`config.mk`:
```
export PLATFORM = sky130hd
export DESIGN_NAME = psfv_ctrl
export DESIGN_NICKNAME = d
export VERILOG_FILES = /design/src/design/psfv_pkg.sv /design/src/design/psfv_ctrl.sv
export VERILOG_INCLUDE_DIRS = /design/src /design/src/design
export SDC_FILE = /design/constraint.sdc
export NUM_CORES = 1
export LEC_CHECK = 0
export ABC_AREA = 1
export BUFFER_PORTS_ARGS = -buffer_cell sky130_fd_sc_hd__buf_4
export CAP_MARGIN = 5
export CELL_PAD_IN_SITES_DETAIL_PLACEMENT = 0
export CELL_PAD_IN_SITES_GLOBAL_PLACEMENT = 1
export CORE_AREA = 2 2 39 41
export DETAILED_ROUTE_END_ITERATION = 7
export DIE_AREA = 0 0 41 43
export HOLD_SLACK_MARGIN = 0.06
export PLACE_DENSITY_LB_ADDON = 0.1
export SLEW_MARGIN = 25
export SYNTH_ARGS = -nofsm -noshare
export SYNTH_HDL_FRONTEND = slang
export SYNTH_SLANG_ARGS = --single-unit
export TNS_END_PERCENT = 5
```
`constraint.sdc`:
```
create_clock -name i_clk -period 0.8 [get_ports i_clk]
set_input_delay 0.04 -clock i_clk [delete_from_list [all_inputs] [get_ports i_clk]]
set_output_delay 0.04 -clock i_clk [all_outputs]
set_load 0.005 [all_outputs]
```
`src/design/assert_macros.svh`:
```
// Assertion macros shared by the sample FIFO modules.
`ifndef ASSERT_MACROS_SVH
`define ASSERT_MACROS_SVH
`ifndef SYNTHESIS
`define ASSERT_CLK(lbl, clk, rst_n, prop) \
    lbl: assert property (@(posedge clk) disable iff (!rst_n) prop) \
        else $error("assertion failed");
`define ASSERT_ALWAYS(lbl, clk, prop) \
    lbl: assert property (@(posedge clk) prop) \
        else $error("assertion failed");
`else
`define ASSERT_CLK(lbl, clk, rst_n, prop)
`define ASSERT_ALWAYS(lbl, clk, prop)
`endif
`endif

```
`src/design/psfv_pkg.sv`:
```
// Types and constants of the PCM sample FIFO with master volume.
package psfv_pkg;

    localparam int OP_W     = 3;
    localparam int BYTE_W   = 8;
    localparam int SAMPLE_W = 16;
    localparam int FILL_W   = 10;
    localparam int VOL_W    = 8;
    localparam int VOL_IDX_W = 4;
    localparam int GAIN_W   = 8;
    localparam int GAIN_SHIFT = 8;
    localparam int PROD_W   = SAMPLE_W + GAIN_W + 1;
    localparam int OUT_DATA_W = 32;
    localparam int OUT_PAD_W  = OUT_DATA_W - SAMPLE_W - FILL_W - 2;

    localparam logic [OP_W-1:0] OP_LATCH_HI    = 3'd0;
    localparam logic [OP_W-1:0] OP_PUSH_LO     = 3'd1;
    localparam logic [OP_W-1:0] OP_PULL        = 3'd2;
    localparam logic [OP_W-1:0] OP_READ_COUNT  = 3'd3;
    localparam logic [OP_W-1:0] OP_WRITE_FLAGS = 3'd4;

    localparam logic [GAIN_W-1:0] GAIN_TABLE [2**VOL_IDX_W] = '{
        8'd0,   8'd2,   8'd4,   8'd8,   8'd16,  8'd24,  8'd32,  8'd48,
        8'd64,  8'd80,  8'd96,  8'd128, 8'd160, 8'd192, 8'd224, 8'd255
    };

    typedef struct packed {
        logic accept;
        logic prod_en;
        logic out_load;
        logic out_sample;
    } t_cmd;

    typedef struct packed {
        logic pop;
    } t_stat;

endpackage

```
`src/design/psfv_ctrl.sv`:
```
// Controller state machine: input acceptance, read/scale sequencing, output beat valid.
`include "assert_macros.svh"
module psfv_ctrl (
    input  logic            i_clk,
    input  logic            i_rst_n,
    input  logic            i_s_tvalid,
    input  logic            i_m_tready,
    input  psfv_pkg::t_stat i_stat,
    output psfv_pkg::t_cmd  o_cmd,
    output logic            o_s_tready,
    output logic            o_m_tvalid
);

    localparam logic [1:0] S_IDLE = 2'd0;
    localparam logic [1:0] S_READ = 2'd1;
    localparam logic [1:0] S_OUT  = 2'd2;

    logic [1:0] r_state, n_state;
    logic       r_pop, n_pop;
    logic       r_out_valid, n_out_valid;
    psfv_pkg::t_cmd w_cmd;

    always_comb begin
        n_state = r_state;
        n_pop   = r_pop;
        w_cmd   = '0;
        w_cmd.out_sample = r_pop;
        case (r_state)
            S_IDLE: begin
                w_cmd.accept = i_s_tvalid;
                if (i_s_tvalid) begin
                    n_pop   = i_stat.pop;
                    n_state = i_stat.pop ? S_READ : S_OUT;
                end
            end
            S_READ: begin
                w_cmd.prod_en = 1'b1;
                n_state = S_OUT;
            end
            S_OUT: begin
                // load only when the output register is free or drains now
                w_cmd.out_load = !r_out_valid || i_m_tready;
                if (w_cmd.out_load) begin
                    n_state = S_IDLE;
                end
            end
            default: begin
                n_state = S_IDLE;
            end
        endcase
        if (w_cmd.out_load) begin
            n_out_valid = 1'b1;
        end else if (i_m_tready) begin
            n_out_valid = 1'b0;
        end else begin
            n_out_valid = r_out_valid;
        end
    end

    always_ff @(posedge i_clk) begin
        if (!i_rst_n) begin
            r_state     <= S_IDLE;
            r_pop       <= 1'b0;
            r_out_valid <= 1'b0;
        end else begin
            r_state     <= n_state;
            r_pop       <= n_pop;
            r_out_valid <= n_out_valid;
        end
    end

    assign o_cmd      = w_cmd;
    assign o_s_tready = (r_state == S_IDLE);
    assign o_m_tvalid = r_out_valid;

    `ASSERT_CLK(a_load_free, i_clk, i_rst_n, w_cmd.out_load |-> (!r_out_valid || i_m_tready))
    `ASSERT_CLK(a_pop_reads, i_clk, i_rst_n, (w_cmd.accept && i_stat.pop) |=> (r_state == S_READ))
    `ASSERT_CLK(a_load_done, i_clk, i_rst_n, w_cmd.out_load |=> (r_state == S_IDLE && r_out_valid))

endmodule

```
==> flow_summary.yaml <==
placed_design:
  io_buffer_count: 10
  gp_congestion: 0.588
  place_hpwl_um: 352
  place_area_um2: 293
  pre_cts_ws_ps: -11.2
clock_tree:
  cts_tree: "yes"
  path_clk_slew_ps: 40
  clock-sinks: 4
  cts_max_path_buffers: 2
  htree_levels: 1
  insertion_delay_ps: 240
  root_buffer: "clkbuf_4"
  cts_buffers: 3
setup_path:
  endpoint_kind: "primary output"
  start_kind: "flip-flop"
  crit_path_end: "o_cmd[1]"
  r2r-end: "r_pop$_SDFFE_PN0P_"
  cp-startpoint: "o_m_tvalid$_SDFFE_PN0P_"
  r2r_slack_ps: -50
  r2r_cells: 5
  worst-path-max-fanout: 3
  critical_path_class: "flip-flop to primary output"
  cp.required_ps: 760
  arrival_ps: 930
  r2r-start: "r_state[0]$_SDFFE_PN0P_"
timing:
  period_share_pct: 122
  fin_crit_ps: 972
  worst_slack_ps: -172
  drv_slew: 0
  tightest_slew_ps: 122
  fin_worst_skew_ps: 5.78
  finalSetupViolations: 6
  hold_violations: 0
  rsz0062_at_grt: "yes"
  relSlewSlack_pct: 91.8
  max_freq_ghz: 1.03
yosys:
  synth_seq_cells: 4
  syn-num-nets: 33
  syn_area_um2: 198
  synthCells: 28
  ys_seq_area_share_pct: 40.5
  avgSynthCellArea_um2: 7.06
  synth_warnings: 0
  synth_cell_type_count: 13
final_layout:
  n_antenna_cell: 0
  fin_nets: 51
  finalInstanceArea_um2: 385
  drive_above_1_share_pct: 65.9
  regArea_um2: 88.8
  multi_input_area_um2: 103
  synthToLayoutAreaGrowth_pct: 94.9
  fillers: 163
grt:
  grt_usage_pct: 7.31
  gr-total-overflow: 0
  antenna_found_initial: 0
  grt_pass1_vias: 210
  grt_max_degree: 5
  grt_pass1_wl_um: 772
outcome:
  violations: "setup timing"
  outcome: "finished with violations"
floorplan:
  core_um2: 1380
  rows: 14
  die_x_um: 41
  start_util_pct: 14.3
  io_pins: 11
  dieArea_um2: 1760
  dieHeight_um: 43
routing:
  wirelength_um: 452
  viasPerCell: 3.68
  wl_per_cell_um: 7.53
  drt-initial-drc-count: 1
  antenna_left: 0
  drc_errors: 0
  vias: 221
  dr.pass1.iters: 2
pwr:
  p_leak_nw: 0.187
  ir_drop_mv: 0.783
  powerDensity_nw_per_um2: 1570
job:
  maxCapViolations: 0
worst_hold_path:
  hold_depth: 4
  hold_path.class: "primary input to flip-flop"
[routing by layer]
metal,track usage (%),wire length [µm]
met2,9.38,198
met5,0,0
met4,2.00,0
met3,9.42,60
met1,7.03,193
[what timing repair did]
item,4_1_cts,5_1_grt
hold buffers,2,0
endpoints found under the setup margin,7,8
hold endpoints to repair,3,0
pin swaps,2,2
gates resized for setup,12,3
setup buffers,1,0
[cell usage in the layout, fill, tap and decap left out]
master and n:
nand3_2 1, dfxtp_1 1, a21oi_2 1, nor2_1 2
o21ai_1 1, inv_2 3, o21a_1 1, inv_1 3
nand2_1 5, dlygate4sd3_1 2, nor2_2 1, nor2_4 2
nor3_2 1, clkbuf_4 3, buf_4 10, dfxtp_2 1
dfxtp_4 2, buf_6 3, nand2_2 1
[metrics by stage]
step	setup TNS [ps]	instances	hold WS, ps	util [%]	power (mW)
finish	-616	60	89.0	27.8	0.606
global route	-1000	60	117	27.8	0.650
CTS	-700	60	81.9	27.2	0.615
detailed placement	-11.2	54	285	21.2	0.327
global placement	-3.77	54	283	21.2	0.327
floorplan	0	28	158	-	0.271
[synthesized netlist by cell type]
cell type  number  area share [%]
inv_2           1             1.9
nor3_1          1             2.5
buf_4           2             7.6
a21oi_2         1             4.4
nor2_1          3             5.7
nand3_1         1             2.5
o21a_1          1             3.8
nand2_1         5             9.5
nand2_2         1             3.2
inv_1           5             9.5
o21ai_1         1             2.5
dfxtp_1         4              41
nor2_2          2             6.3
[critical path, stage by stage, from the launching register on]
cell and delay (ps):
dfxtp_2 310, inv_2 60, nor2_4 40, nor3_2 160, buf_4 130
[state kept, by name, summed over array words and instances, names as in the netlist]
signal and flops:
r_pop 1, o_m_tvalid 1, r_state 2
[cell families (layout without fill, tap and decap cells)]
kind of cell           Yosys count  in the layout  synth area share [%]
and+or+nand+nor                 13             13                  29.7
buffers and inverters            8             24                  19.0
DFF                              4              4                  40.5
AOI/OAI and AO/OA                3              3                  10.8
[worst min-delay path by stage]
stage	from	endpoint	slack, ps
after floorplan	i_rst_n	o_m_tvalid$_SDFFE_PN0P_	160
after global placement	i_rst_n	o_m_tvalid$_SDFFE_PN0P_	280
after detailed placement	i_rst_n	o_m_tvalid$_SDFFE_PN0P_	290
after CTS	i_m_tready	r_state[1]$_SDFFE_PN0P_	80
after global routing	i_m_tready	r_state[1]$_SDFFE_PN0P_	120
final	i_m_tready	r_state[1]$_SDFFE_PN0P_	90
[report_power, final]
group | switching [mW] | leakage, nW | internal [mW]
Combinational | 0.0514 | 0.138 | 0.0807
Clock | 0.0846 | 0.0138 | 0.168
Sequential | 0.0120 | 0.0346 | 0.210
[final cells by class]
class / count / share of cell area (%)
Clock buffer: 3 / 5.84
Sequential cell: 4 / 23.1
Timing Repair Buffer: 15 / 33.4
Tap cell: 16 / 5.19
Multi-Input combinational cell: 16 / 26.6
Inverter: 6 / 5.84
Power figures use the tool's default switching activity.
